File: src/hw/rtl/assert_macros.svh
// Assertion macros shared by the RTL of the lidar point decimator.
// No dependencies; included by the files that carry assertions.
`ifndef ASSERT_MACROS_SVH
`define ASSERT_MACROS_SVH
`ifndef SYNTH
// Invariant checked at every rising clock edge outside reset.
`define ASSERT_ALWAYS(lbl, clk, rst_n, expr) \
    lbl: assert property (@(posedge clk) disable iff (!rst_n) (expr)) \
        else $error("invariant violated");
// Same-cycle implication checked outside reset.
`define ASSERT_IMPLIES(lbl, clk, rst_n, ante, cons) \
    lbl: assert property (@(posedge clk) disable iff (!rst_n) (ante) |-> (cons)) \
        else $error("implication violated");
`else
`define ASSERT_ALWAYS(lbl, clk, rst_n, expr)
`define ASSERT_IMPLIES(lbl, clk, rst_n, ante, cons)
`endif
`endif

File: src/hw/rtl/lpd_pkg.sv
// Shared types, constants and tables of the lidar point decimator.
// No dependencies; imported by every module of the block.
package lpd_pkg;

    localparam int MAX_BEAMS    = 1024;
    localparam int CORDIC_ITERS = 16;
    localparam int CNT_W        = $clog2(MAX_BEAMS) + 1;
    localparam int ACC_W        = 19;
    localparam int ITER_W       = 5;

    localparam logic [ACC_W-1:0] FULL_TURN_MDEG = ACC_W'(360000);
    localparam logic [ACC_W-1:0] QUARTER_MDEG   = ACC_W'(90000);
    localparam logic [30:0]      INV_GAIN_Q30   = 31'd652032874;

    // millidegrees to Q2.30 radians: round(pi*2^30) = 180000*Z_QUOT + Z_REM,
    // so z = r*Z_QUOT + floor((r*Z_REM + Z_ROUND) / 180000)
    localparam logic [14:0]      Z_QUOT         = 15'd18740;
    localparam logic [15:0]      Z_REM          = 16'd59426;
    localparam logic [16:0]      Z_ROUND        = 17'd90000;
    // 180000 = 32 * 5625; divide by 5625 as a multiply by ceil(2^41 / 5625)
    localparam logic [28:0]      Z_RECIP        = 29'd390937468;
    localparam int               Z_RECIP_SHIFT  = 41;

    typedef enum logic [1:0] {
        CFG_ANGLE_STEP      = 2'd0,
        CFG_SIMPLIFY_THRESH = 2'd1,
        CFG_Y_MAX           = 2'd2
    } cfg_reg_t;

    typedef enum logic [3:0] {
        ST_IDLE,
        ST_MULZ,
        ST_RECIP,
        ST_CINIT,
        ST_CORD,
        ST_FOLD,
        ST_MULX,
        ST_MULY,
        ST_RNDY,
        ST_SQX,
        ST_SQY,
        ST_DECIDE,
        ST_EMIT
    } state_t;

    typedef struct packed {
        logic load;
        logic mul_z;
        logic recip;
        logic cord_init;
        logic cord_step;
        logic fold;
        logic mul_x;
        logic mul_y;
        logic rnd_y;
        logic sq_x;
        logic sq_y;
        logic decide;
        logic emit;
    } cmd_t;

    typedef struct packed {
        logic over_max;
        logic cord_done;
        logic pass;
        logic out_free;
    } status_t;

    // arctan(2^-i) in Q2.30
    function automatic logic [31:0] atan_q30(input logic [ITER_W-1:0] i);
        case (i)
            5'd0:    return 32'd843314856;
            5'd1:    return 32'd497837829;
            5'd2:    return 32'd263043836;
            5'd3:    return 32'd133525158;
            5'd4:    return 32'd67021686;
            5'd5:    return 32'd33543515;
            5'd6:    return 32'd16775850;
            5'd7:    return 32'd8388437;
            5'd8:    return 32'd4194282;
            5'd9:    return 32'd2097149;
            5'd10:   return 32'd1048575;
            5'd11:   return 32'd524287;
            5'd12:   return 32'd262143;
            5'd13:   return 32'd131071;
            5'd14:   return 32'd65535;
            5'd15:   return 32'd32767;
            5'd16:   return 32'd16383;
            5'd17:   return 32'd8191;
            5'd18:   return 32'd4095;
            5'd19:   return 32'd2047;
            5'd20:   return 32'd1023;
            5'd21:   return 32'd511;
            5'd22:   return 32'd255;
            5'd23:   return 32'd127;
            default: return 32'd0;
        endcase
    endfunction

endpackage

File: src/hw/rtl/lidar_polar_point_decimator_core.sv
// Top level of the lidar point decimator: sequencer plus datapath.
// Depends on lpd_pkg, lpd_ctrl and lpd_datapath.
//
// One range sample enters per transfer on the slave stream; the beam angle is
// the beam index times angle_step_mdeg, wrapped at 360 degrees. Each sample
// becomes x = -cos*range, y = sin*range (Q1.15 CORDIC, results rounded to mm).
// The first point of a scan is always kept; later points are kept only when
// their squared distance from the last kept point exceeds the threshold
// squared, and a kept point is sent only if 0 < y < y_max_mm. The sample
// flagged by tlast is not converted: it closes the scan with a marker
// transfer (tlast high, tuser low, x = y = 0, beam_index of that sample).
// Samples beyond MAX_BEAMS in one scan are swallowed without a result.
// Steps of a converted sample, in order: scale millidegrees to radians by a
// split constant multiply and a reciprocal multiply, load the CORDIC, run
// CORDIC_ITERS = 16 CORDIC steps, one quadrant fold, the x and y products on
// the shared 18x18 multiplier with a rounding step for y, the squared x and y
// distances on the same multiplier and one decision; a scan-end sample skips
// them all. The input is ready again only once the sequencer is back in idle,
// so no new sample is taken before the last one is through. A result waiting
// in the output register does not hold up the next sample unless a second
// result is due before the first is taken. Configuration writes take effect
// at once and are meant for idle periods.
module lidar_polar_point_decimator_core (
    input  logic        clk,
    input  logic        rst_n,
    // slave stream
    input  logic        s_axis_tvalid,
    output logic        s_axis_tready,
    input  logic [15:0] s_axis_tdata,   // [15:0] range_mm
    input  logic        s_axis_tlast,   // scan_last
    // master stream
    output logic        m_axis_tvalid,
    input  logic        m_axis_tready,
    output logic [47:0] m_axis_tdata,   // [16:0] x_mm, [33:17] y_mm, [43:34] beam_index
    output logic        m_axis_tuser,   // point_valid
    output logic        m_axis_tlast,   // scan_end
    // configuration writes
    input  logic        cfg_we,
    input  logic [1:0]  cfg_index,
    input  logic [15:0] cfg_data
);
    import lpd_pkg::*;

    cmd_t    cmd;
    status_t st;

    lpd_ctrl u_ctrl (
        .clk           (clk),
        .rst_n         (rst_n),
        .s_axis_tvalid (s_axis_tvalid),
        .s_axis_tlast  (s_axis_tlast),
        .st            (st),
        .s_axis_tready (s_axis_tready),
        .cmd           (cmd)
    );

    lpd_datapath u_dp (
        .clk           (clk),
        .rst_n         (rst_n),
        .cmd           (cmd),
        .st            (st),
        .cfg_we        (cfg_we),
        .cfg_index     (cfg_index),
        .cfg_data      (cfg_data),
        .s_axis_tdata  (s_axis_tdata),
        .s_axis_tlast  (s_axis_tlast),
        .m_axis_tvalid (m_axis_tvalid),
        .m_axis_tready (m_axis_tready),
        .m_axis_tdata  (m_axis_tdata),
        .m_axis_tuser  (m_axis_tuser),
        .m_axis_tlast  (m_axis_tlast)
    );

endmodule

File: src/hw/rtl/lpd_ctrl.sv
// Sequencer of the lidar point decimator: walks one sample through the datapath.
// Depends on lpd_pkg.
module lpd_ctrl (
    input  logic             clk,
    input  logic             rst_n,
    input  logic             s_axis_tvalid,
    input  logic             s_axis_tlast,
    input  lpd_pkg::status_t st,
    output logic             s_axis_tready,
    output lpd_pkg::cmd_t    cmd
);
    import lpd_pkg::*;

    state_t state_reg;
    state_t state_next;

    always_ff @(posedge clk or negedge rst_n)
    begin
        if (!rst_n)
        begin
            state_reg <= ST_IDLE;
        end
        else
        begin
            state_reg <= state_next;
        end
    end

    always_comb
    begin
        state_next    = state_reg;
        cmd           = '0;
        s_axis_tready = 1'b0;
        case (state_reg)
            ST_IDLE:
            begin
                s_axis_tready = 1'b1;
                if (s_axis_tvalid)
                begin
                    cmd.load = 1'b1;
                    if (s_axis_tlast)
                        state_next = ST_EMIT;
                    else if (!st.over_max)
                        state_next = ST_MULZ;
                end
            end
            ST_MULZ:
            begin
                cmd.mul_z  = 1'b1;
                state_next = ST_RECIP;
            end
            ST_RECIP:
            begin
                cmd.recip  = 1'b1;
                state_next = ST_CINIT;
            end
            ST_CINIT:
            begin
                cmd.cord_init = 1'b1;
                state_next    = ST_CORD;
            end
            ST_CORD:
            begin
                cmd.cord_step = 1'b1;
                if (st.cord_done)
                    state_next = ST_FOLD;
            end
            ST_FOLD:
            begin
                cmd.fold   = 1'b1;
                state_next = ST_MULX;
            end
            ST_MULX:
            begin
                cmd.mul_x  = 1'b1;
                state_next = ST_MULY;
            end
            ST_MULY:
            begin
                cmd.mul_y  = 1'b1;
                state_next = ST_RNDY;
            end
            ST_RNDY:
            begin
                cmd.rnd_y  = 1'b1;
                state_next = ST_SQX;
            end
            ST_SQX:
            begin
                cmd.sq_x   = 1'b1;
                state_next = ST_SQY;
            end
            ST_SQY:
            begin
                cmd.sq_y   = 1'b1;
                state_next = ST_DECIDE;
            end
            ST_DECIDE:
            begin
                cmd.decide = 1'b1;
                state_next = st.pass ? ST_EMIT : ST_IDLE;
            end
            ST_EMIT:
            begin
                if (st.out_free)
                begin
                    cmd.emit   = 1'b1;
                    state_next = ST_IDLE;
                end
            end
            default:
            begin
                state_next = ST_IDLE;
            end
        endcase
    end

endmodule

File: src/hw/rtl/lpd_datapath.sv
// Datapath of the lidar point decimator: angle bookkeeping, radian scaling,
// CORDIC, shared multiplier, decimation test and output register. Uses lpd_pkg.
`include "assert_macros.svh"
module lpd_datapath (
    input  logic             clk,
    input  logic             rst_n,
    input  lpd_pkg::cmd_t    cmd,
    output lpd_pkg::status_t st,
    input  logic             cfg_we,
    input  logic [1:0]       cfg_index,
    input  logic [15:0]      cfg_data,
    input  logic [15:0]      s_axis_tdata,
    input  logic             s_axis_tlast,
    output logic             m_axis_tvalid,
    input  logic             m_axis_tready,
    output logic [47:0]      m_axis_tdata,
    output logic             m_axis_tuser,
    output logic             m_axis_tlast
);
    import lpd_pkg::*;

    function automatic logic signed [15:0] to_q15(input logic signed [33:0] v);
        logic signed [33:0] t;
        t = (v + 34'sd16384) >>> 15;
        if (t > 34'sd32767)
            return 16'sh7fff;
        if (t < -34'sd32768)
            return 16'sh8000;
        return t[15:0];
    endfunction

    // round half away from zero, divide by 2^15
    function automatic logic signed [17:0] rnd_mm(input logic signed [35:0] p);
        logic [35:0] mag;
        logic [35:0] q;
        mag = p[35] ? 36'(-p) : 36'(p);
        q   = (mag + 36'd16384) >> 15;
        return p[35] ? -$signed(q[17:0]) : $signed(q[17:0]);
    endfunction

    // configuration
    logic [11:0]          step_reg, step_next;
    logic [19:0]          thr_sq_reg, thr_sq_next;
    logic [15:0]          ymax_reg, ymax_next;
    // scan state
    logic [ACC_W-1:0]     acc_reg, acc_next;
    logic [CNT_W-1:0]     cnt_reg, cnt_next;
    logic                 first_reg, first_next;
    logic signed [16:0]   lastx_reg, lastx_next;
    logic signed [16:0]   lasty_reg, lasty_next;
    logic                 outv_reg, outv_next;
    // per-sample payload
    logic [15:0]          range_reg, range_next;
    logic [9:0]           idx_reg, idx_next;
    logic [1:0]           quad_reg, quad_next;
    logic [16:0]          rsd_reg, rsd_next;
    logic                 se_reg, se_next;
    logic [30:0]          zq_reg, zq_next;
    logic [32:0]          zm_reg, zm_next;
    logic [56:0]          zp_reg, zp_next;
    logic signed [33:0]   cx_reg, cx_next;
    logic signed [33:0]   cy_reg, cy_next;
    logic signed [33:0]   cz_reg, cz_next;
    logic [ITER_W-1:0]    ci_reg, ci_next;
    logic signed [16:0]   tc_reg, tc_next;
    logic signed [16:0]   ts_reg, ts_next;
    logic signed [35:0]   prod_reg, prod_next;
    logic signed [16:0]   x_reg, x_next;
    logic signed [16:0]   y_reg, y_next;
    logic [35:0]          sq1_reg, sq1_next;
    logic [35:0]          sq2_reg, sq2_next;
    logic [47:0]          odata_reg, odata_next;
    logic                 opv_reg, opv_next;
    logic                 ose_reg, ose_next;

    logic [ACC_W-1:0]     rsd_full;
    logic [1:0]           quad_c;
    logic [ACC_W-1:0]     acc_sum;
    logic [30:0]          zsum;
    logic signed [33:0]   shx, shy, atv;
    logic signed [15:0]   cr, sr;
    logic signed [16:0]   cr17, sr17;
    logic signed [17:0]   ma, mb;
    logic signed [35:0]   mp;
    logic signed [17:0]   dx, dy;
    logic [36:0]          d2;
    logic                 keep;
    logic                 y_ok;
    logic                 over_max;

    // quadrant split of the current angle
    always_comb
    begin
        if (acc_reg >= ACC_W'(3 * 90000))
        begin
            quad_c   = 2'd3;
            rsd_full = acc_reg - ACC_W'(3 * 90000);
        end
        else if (acc_reg >= ACC_W'(2 * 90000))
        begin
            quad_c   = 2'd2;
            rsd_full = acc_reg - ACC_W'(2 * 90000);
        end
        else if (acc_reg >= QUARTER_MDEG)
        begin
            quad_c   = 2'd1;
            rsd_full = acc_reg - QUARTER_MDEG;
        end
        else
        begin
            quad_c   = 2'd0;
            rsd_full = acc_reg;
        end
    end

    assign over_max = (cnt_reg >= CNT_W'(MAX_BEAMS));
    assign acc_sum  = acc_reg + ACC_W'(step_reg);
    // whole part plus the scaled fraction; always below 2^31
    assign zsum     = zq_reg + 31'(zp_reg[Z_RECIP_SHIFT +: 16]);
    assign shx      = cx_reg >>> ci_reg;
    assign shy      = cy_reg >>> ci_reg;
    assign atv      = $signed({2'b00, atan_q30(ci_reg)});
    assign cr       = to_q15(cx_reg);
    assign sr       = to_q15(cy_reg);
    assign cr17     = {cr[15], cr};
    assign sr17     = {sr[15], sr};
    assign dx       = $signed({x_reg[16], x_reg}) - $signed({lastx_reg[16], lastx_reg});
    assign dy       = $signed({y_reg[16], y_reg}) - $signed({lasty_reg[16], lasty_reg});
    assign d2       = 37'(sq1_reg) + 37'(sq2_reg);
    assign keep     = first_reg || (d2 > 37'(thr_sq_reg));
    assign y_ok     = (y_reg > 17'sd0) && ($signed({2'b00, ymax_reg}) > $signed({y_reg[16], y_reg}));

    // shared multiplier
    always_comb
    begin
        if (cmd.sq_x)
        begin
            ma = dx;
            mb = dx;
        end
        else if (cmd.sq_y)
        begin
            ma = dy;
            mb = dy;
        end
        else if (cmd.mul_y)
        begin
            ma = {ts_reg[16], ts_reg};
            mb = $signed({2'b00, range_reg});
        end
        else
        begin
            ma = {tc_reg[16], tc_reg};
            mb = $signed({2'b00, range_reg});
        end
    end
    assign mp = ma * mb;

    always_comb
    begin
        step_next  = step_reg;
        thr_sq_next = thr_sq_reg;
        ymax_next  = ymax_reg;
        acc_next   = acc_reg;
        cnt_next   = cnt_reg;
        first_next = first_reg;
        lastx_next = lastx_reg;
        lasty_next = lasty_reg;
        range_next = range_reg;
        idx_next   = idx_reg;
        quad_next  = quad_reg;
        rsd_next   = rsd_reg;
        se_next    = se_reg;
        zq_next    = zq_reg;
        zm_next    = zm_reg;
        zp_next    = zp_reg;
        cx_next    = cx_reg;
        cy_next    = cy_reg;
        cz_next    = cz_reg;
        ci_next    = ci_reg;
        tc_next    = tc_reg;
        ts_next    = ts_reg;
        prod_next  = prod_reg;
        x_next     = x_reg;
        y_next     = y_reg;
        sq1_next   = sq1_reg;
        sq2_next   = sq2_reg;
        odata_next = odata_reg;
        opv_next   = opv_reg;
        ose_next   = ose_reg;
        outv_next  = outv_reg && !m_axis_tready;

        if (cfg_we)
        begin
            case (cfg_reg_t'(cfg_index))
                CFG_ANGLE_STEP:      step_next   = cfg_data[11:0];
                CFG_SIMPLIFY_THRESH: thr_sq_next = 20'(cfg_data[9:0]) * 20'(cfg_data[9:0]);
                CFG_Y_MAX:           ymax_next   = cfg_data;
                default:             ;
            endcase
        end

        if (cmd.load)
        begin
            if (s_axis_tlast)
            begin
                // scan end: marker carries the dropped sample's index
                x_next     = '0;
                y_next     = '0;
                idx_next   = 10'(cnt_reg);
                se_next    = 1'b1;
                acc_next   = '0;
                cnt_next   = '0;
                first_next = 1'b1;
            end
            else if (!over_max)
            begin
                range_next = s_axis_tdata;
                idx_next   = 10'(cnt_reg);
                quad_next  = quad_c;
                rsd_next   = rsd_full[16:0];
                se_next    = 1'b0;
                cnt_next   = cnt_reg + CNT_W'(1);
                acc_next   = (acc_sum >= FULL_TURN_MDEG) ? acc_sum - FULL_TURN_MDEG : acc_sum;
            end
        end

        if (cmd.mul_z)
        begin
            zq_next = 31'(rsd_reg) * 31'(Z_QUOT);
            zm_next = 33'(rsd_reg) * 33'(Z_REM) + 33'(Z_ROUND);
        end

        // drop the factor 32 by the shift, then 1/5625 by reciprocal multiply
        if (cmd.recip)
            zp_next = 57'(zm_reg[32:5]) * 57'(Z_RECIP);

        if (cmd.cord_init)
        begin
            cx_next = $signed({3'b000, INV_GAIN_Q30});
            cy_next = '0;
            cz_next = $signed({3'b000, zsum});
            ci_next = '0;
        end

        if (cmd.cord_step)
        begin
            if (!cz_reg[33])
            begin
                cx_next = cx_reg - shy;
                cy_next = cy_reg + shx;
                cz_next = cz_reg - atv;
            end
            else
            begin
                cx_next = cx_reg + shy;
                cy_next = cy_reg - shx;
                cz_next = cz_reg + atv;
            end
            ci_next = ci_reg + ITER_W'(1);
        end

        if (cmd.fold)
        begin
            case (quad_reg)
                2'd0:
                begin
                    tc_next = cr17;
                    ts_next = sr17;
                end
                2'd1:
                begin
                    tc_next = -sr17;
                    ts_next = cr17;
                end
                2'd2:
                begin
                    tc_next = -cr17;
                    ts_next = -sr17;
                end
                default:
                begin
                    tc_next = sr17;
                    ts_next = -cr17;
                end
            endcase
        end

        if (cmd.mul_x)
            prod_next = mp;

        if (cmd.mul_y)
        begin
            x_next    = 17'(-rnd_mm(prod_reg));
            prod_next = mp;
        end

        if (cmd.rnd_y)
            y_next = 17'(rnd_mm(prod_reg));

        if (cmd.sq_x)
            sq1_next = 36'(mp);

        if (cmd.sq_y)
            sq2_next = 36'(mp);

        if (cmd.decide && keep)
        begin
            first_next = 1'b0;
            lastx_next = x_reg;
            lasty_next = y_reg;
        end

        if (cmd.emit)
        begin
            odata_next = {4'b0000, idx_reg, y_reg, x_reg};
            opv_next   = !se_reg;
            ose_next   = se_reg;
            outv_next  = 1'b1;
        end
    end

    always_ff @(posedge clk or negedge rst_n)
    begin
        if (!rst_n)
        begin
            step_reg   <= 12'd360;
            thr_sq_reg <= 20'd400;
            ymax_reg   <= 16'd30000;
            acc_reg    <= '0;
            cnt_reg    <= '0;
            first_reg  <= 1'b1;
            lastx_reg  <= '0;
            lasty_reg  <= '0;
            outv_reg   <= 1'b0;
            ci_reg     <= '0;
        end
        else
        begin
            step_reg   <= step_next;
            thr_sq_reg <= thr_sq_next;
            ymax_reg   <= ymax_next;
            acc_reg    <= acc_next;
            cnt_reg    <= cnt_next;
            first_reg  <= first_next;
            lastx_reg  <= lastx_next;
            lasty_reg  <= lasty_next;
            outv_reg   <= outv_next;
            ci_reg     <= ci_next;
        end
    end

    always_ff @(posedge clk)
    begin
        range_reg <= range_next;
        idx_reg   <= idx_next;
        quad_reg  <= quad_next;
        rsd_reg   <= rsd_next;
        se_reg    <= se_next;
        zq_reg    <= zq_next;
        zm_reg    <= zm_next;
        zp_reg    <= zp_next;
        cx_reg    <= cx_next;
        cy_reg    <= cy_next;
        cz_reg    <= cz_next;
        tc_reg    <= tc_next;
        ts_reg    <= ts_next;
        prod_reg  <= prod_next;
        x_reg     <= x_next;
        y_reg     <= y_next;
        sq1_reg   <= sq1_next;
        sq2_reg   <= sq2_next;
        odata_reg <= odata_next;
        opv_reg   <= opv_next;
        ose_reg   <= ose_next;
    end

    assign st.over_max  = over_max;
    assign st.cord_done = (ci_reg == ITER_W'(CORDIC_ITERS - 1));
    assign st.pass      = keep && y_ok;
    assign st.out_free  = !outv_reg || m_axis_tready;

    assign m_axis_tvalid = outv_reg;
    assign m_axis_tdata  = odata_reg;
    assign m_axis_tuser  = opv_reg;
    assign m_axis_tlast  = ose_reg;

    `ASSERT_IMPLIES(a_no_overwrite, clk, rst_n, cmd.emit && outv_reg, m_axis_tready)
    `ASSERT_ALWAYS(a_angle_range, clk, rst_n, acc_reg < FULL_TURN_MDEG)
    `ASSERT_ALWAYS(a_beam_bound, clk, rst_n, cnt_reg <= CNT_W'(MAX_BEAMS))
    `ASSERT_IMPLIES(a_decide_order, clk, rst_n, cmd.decide, $past(cmd.sq_y))

endmodule

File: config.mk
export PLATFORM = sky130hd
export DESIGN_NAME = lidar_polar_point_decimator_core
export DESIGN_NICKNAME = d
export VERILOG_FILES = /design/src/hw/rtl/lpd_pkg.sv /design/src/hw/rtl/lidar_polar_point_decimator_core.sv /design/src/hw/rtl/lpd_ctrl.sv /design/src/hw/rtl/lpd_datapath.sv
export VERILOG_INCLUDE_DIRS = /design/src /design/src/hw/rtl
export SDC_FILE = /design/constraint.sdc
export NUM_CORES = 2
export LEC_CHECK = 0
export BUFFER_PORTS_ARGS = -buffer_cell sky130_fd_sc_hd__buf_2
export CAP_MARGIN = 20
export CORE_UTILIZATION = 52
export CTS_CLUSTER_SIZE = 8
export DETAILED_ROUTE_END_ITERATION = 7
export PLACE_DENSITY = 0.68
export RECOVER_POWER = 50
export SLEW_MARGIN = 20
export SYNTH_ARGS = -nofsm -noshare
export SYNTH_HDL_FRONTEND = slang
export SYNTH_SLANG_ARGS = --single-unit
File: constraint.sdc
create_clock -name clk -period 12.7 [get_ports clk]
set_input_delay 1.905 -clock clk [delete_from_list [all_inputs] [get_ports clk]]
set_output_delay 1.905 -clock clk [all_outputs]
set_load 0.03 [all_outputs]
==> impl_results.rst <==
.. list-table::
   :header-rows: 1

   * - Metric
     - Value
   * - Status
     - complete, but fails checks
   * - Failing checks
     - max-capacitance violations, max-slew violations
   * - Register clock-pin slew on the reported worst setup and hold paths
     - 0.05 ns
   * - Warnings, synthesis
     - 0
   * - Leading cell type in the layout, fill and taps excluded
     - inv_1
   * - Final HPWL DP
     - 170000 um
   * - Pin count of the biggest net entering global routing
     - 72
   * - Cell at the slowest stage of the critical path
     - and2_0
   * - DR vias
     - 59200
   * - Starting density of the core
     - 52.5%
   * - Slew margin rel.
     - -178%
   * - Growth of design area from synthesis to finish
     - 6.44%
   * - Buffers added on ports
     - 87
   * - Post-synthesis cell count
     - 8176
   * - FF-to-FF Start
     - u_dp.y_reg[1]$_SDFFCE_PN0P_
   * - Antenna violations before repair
     - 10
   * - Maximum fanout count along the critical path
     - 15
   * - Max Transition Viols Final
     - 508
   * - Number of library cell types mapped by synthesis
     - 108
   * - Async S/R FF share, synth
     - 21.7%
   * - Root buffer cell
     - clkbuf_16
   * - Number of instances resized during post-cts repair
     - 0
   * - Clock buffer count from CTS
     - 84
   * - Leading cell types in the layout, fill and taps excluded
     - inv_1, ha_1, fa_1, nand2_1, nor2_1
   * - Final nets
     - 9944
   * - Core Region
     - 148000 um^2
   * - Signal arrival time at the worst endpoint
     - 11.36 ns
   * - TritonRoute pass-1 iters
     - 7
   * - Vias in the first global route
     - 60100
   * - Number of placed cells counting well taps
     - 10000
   * - Total global-route track usage
     - 28.8%
   * - Mapped Avg Cell Area
     - 9.50 um^2
   * - Placer congestion estimate
     - 0.947
   * - Average via count per standard cell
     - 5.82
   * - Setup repair after global routing missed its margin
     - false
   * - Type of element launching the critical path
     - flip-flop
   * - Period utilisation layout
     - 86.1%
   * - Seq/Total Area, Yosys
     - 21.0%
   * - Upper clock frequency limit
     - 91.4 MHz
   * - Pin slew with the least headroom to its limit
     - 4.17 ns
   * - Buffer depth of the longest clock path
     - 3
   * - Initial DRC Count
     - 5251
   * - Drt total wl
     - 213000 um
   * - Number of endpoints failing setup at the final stage
     - 0
   * - Area of the die
     - 151000 um^2
   * - Min cycle time layout
     - 10.94 ns
   * - Std-Cell Rows
     - 141
   * - Aggregate global routing overflow
     - 0
   * - Top Ports
     - 92
   * - Maximum level of the CTS H-tree
     - 3
   * - Startpoint of the worst hold path
     - u_dp.idx_reg[3]$_DFFE_PP_
   * - Post-synthesis sequential element count
     - 562
   * - Flip-flop count of the largest register after layout
     - 44
   * - Number of buffers added to fix hold violations after cts
     - 0
   * - Cell area after technology mapping
     - 77600 um^2
   * - Number of clock sinks seen by CTS
     - 562
   * - Layout Skew
     - 0.0598 ns
   * - Data required, critical path
     - 13.12 ns
   * - Category of the critical setup timing path
     - flip-flop to flip-flop
   * - Nature of the critical path endpoint
     - flip-flop
   * - Worst stage delay on the critical path
     - 0.88 ns
   * - Wire length of the first global-routing pass
     - 340000 um
   * - Worst min-delay path category
     - flip-flop to flip-flop
   * - Die outline height
     - 388 um
   * - Max cap viols
     - 11
   * - Final standard cell count with taps included and fillers excluded
     - 10200
   * - Clock tree from TritonCTS
     - done
   * - Post-CTS setup buffer count
     - 0
   * - Per-cell routed wire length
     - 21.0 um
   * - Timing startpoint of the critical path
     - u_dp.y_reg[1]$_SDFFCE_PN0P_
   * - Setup TNS after final layout
     - 0 ns
   * - Final hold viol count
     - 0
   * - Die width
     - 388 um
   * - Clock network latency to the later pin of the worst-skew pair
     - 0.71 ns
   * - Count of antenna-violating nets left after detailed routing
     - 0
   * - Most used flip-flop cell after synthesis
     - edfxtp_1
   * - Number of enable-type register cells in the synthesized netlist
     - 440
   * - Layout cell share with drive strength beyond 1
     - 6.52%
   * - DRC violation count after routing
     - 0
## cell families after synthesis
| logic type | Yosys count | share of synthesized area, % |
|---|---|---|
| AND/OR/NAND/NOR | 2009 | 12.3 |
| adder cells (fa/ha/maj) | 1741 | 36.3 |
| XOR/XNOR | 496 | 5.63 |
| other | 1 | 0.00483 |
| AO/OA/AOI/OAI | 1376 | 11.2 |
| flip-flops | 562 | 21.0 |
| buffers and inverters | 1735 | 8.46 |
| multiplexers | 256 | 5.23 |
## worst max-delay path: cells and delay by family (launching register included)
family | cells | cell delay (ns)
AO/OA/AOI/OAI | 19 | 4.60
adder cells (fa/ha/maj) | 8 | 3.43
AND/OR/NAND/NOR | 5 | 1.72
flip-flops | 1 | 0.43
XOR/XNOR | 2 | 0.28
buffers and inverters | 3 | 0.19
## cells in the mapped netlist, drive strengths merged (18+ instances only)
library cell | number | share of area (%)
inv | 1471 | 7.1
ha | 893 | 14
fa | 848 | 22
nand2 | 656 | 3.2
nor2 | 505 | 2.4
edfxtp | 440 | 17
a21oi | 379 | 2.4
o21ai | 365 | 2.4
xnor2 | 317 | 3.6
clkbuf | 202 | 0.98
xor2 | 178 | 2.0
nor3 | 159 | 1.0
nand3 | 124 | 0.80
a21o | 120 | 1.2
mux4 | 112 | 3.2
dfrtp | 107 | 3.4
and2 | 102 | 0.83
nor2b | 91 | 0.73
mux2i | 75 | 0.97
nand2b | 74 | 0.61
mux2 | 69 | 1.0
a31oi | 64 | 0.52
and3 | 64 | 0.52
buf | 57 | 0.35
o21a | 46 | 0.44
nand4 | 45 | 0.36
o21bai | 45 | 0.44
o211ai | 43 | 0.42
or3 | 37 | 0.30
a211oi | 36 | 0.35
nor4 | 35 | 0.30
o22ai | 33 | 0.27
or2 | 32 | 0.26
o31ai | 31 | 0.31
a21boi | 25 | 0.24
a31o | 18 | 0.20
and4 | 18 | 0.20
## layout make-up
| type | count | area, um^2 |
|---|---|---|
| inverter | 1476 | 5540 |
| tap | 1930 | 2410 |
| antenna | 1 | 2.50 |
| timing repair buffer | 157 | 915 |
| fill | 13100 | 65400 |
| clock buffer | 139 | 2330 |
| clock inverter | 16 | 249 |
| multi-input combinational | 5882 | 54900 |
| sequential | 562 | 16300 |
## worst paths after layout
path | endpoint | slack (ns) | cells past startpoint
worst max-delay path | u_dp.sq1_reg[35]$_DFFE_PP_ | 1.76 | 37
worst min-delay path | u_dp.m_axis_tdata[37]$_DFFE_PP_ | 0.42 | 0
worst max register to register | u_dp.sq1_reg[35]$_DFFE_PP_ | 1.76 | 37
worst min register to register | u_dp.m_axis_tdata[37]$_DFFE_PP_ | 0.42 | 0
max in group asynchronous | u_dp.ci_reg[0]$_DFFE_PN0P_ | 4.73 | 2
min in group asynchronous | u_dp.cnt_reg[1]$_DFFE_PN0P_ | 2.50 | 1
## metal layers
layer	up-vias	global-route usage, %	share of wire (%)
met2	1980	44.0	44
met4	2	7.93	2.9
li1	27400	-	-
met1	29400	41.9	46
met5	-	0	0.0052
met3	307	5.27	7.5
## metrics by stage
stage / cell area, um^2 / worst slack, ns / hold slack, ns / util (%)
after floorplan: 77700 / 3.50 / 0.400 / -
after global placement: 80100 / 2.12 / 0.406 / 54.1
after detailed placement: 80100 / 1.96 / 0.409 / 54.1
after CTS: 82700 / 1.95 / 0.421 / 55.9
after global routing: 82600 / 0.975 / 0.423 / 55.8
final: 82700 / 1.76 / 0.421 / 55.8
Power is not shown: default switching activity piles up to over one toggle a cycle in this logic, so the estimate is an artifact.
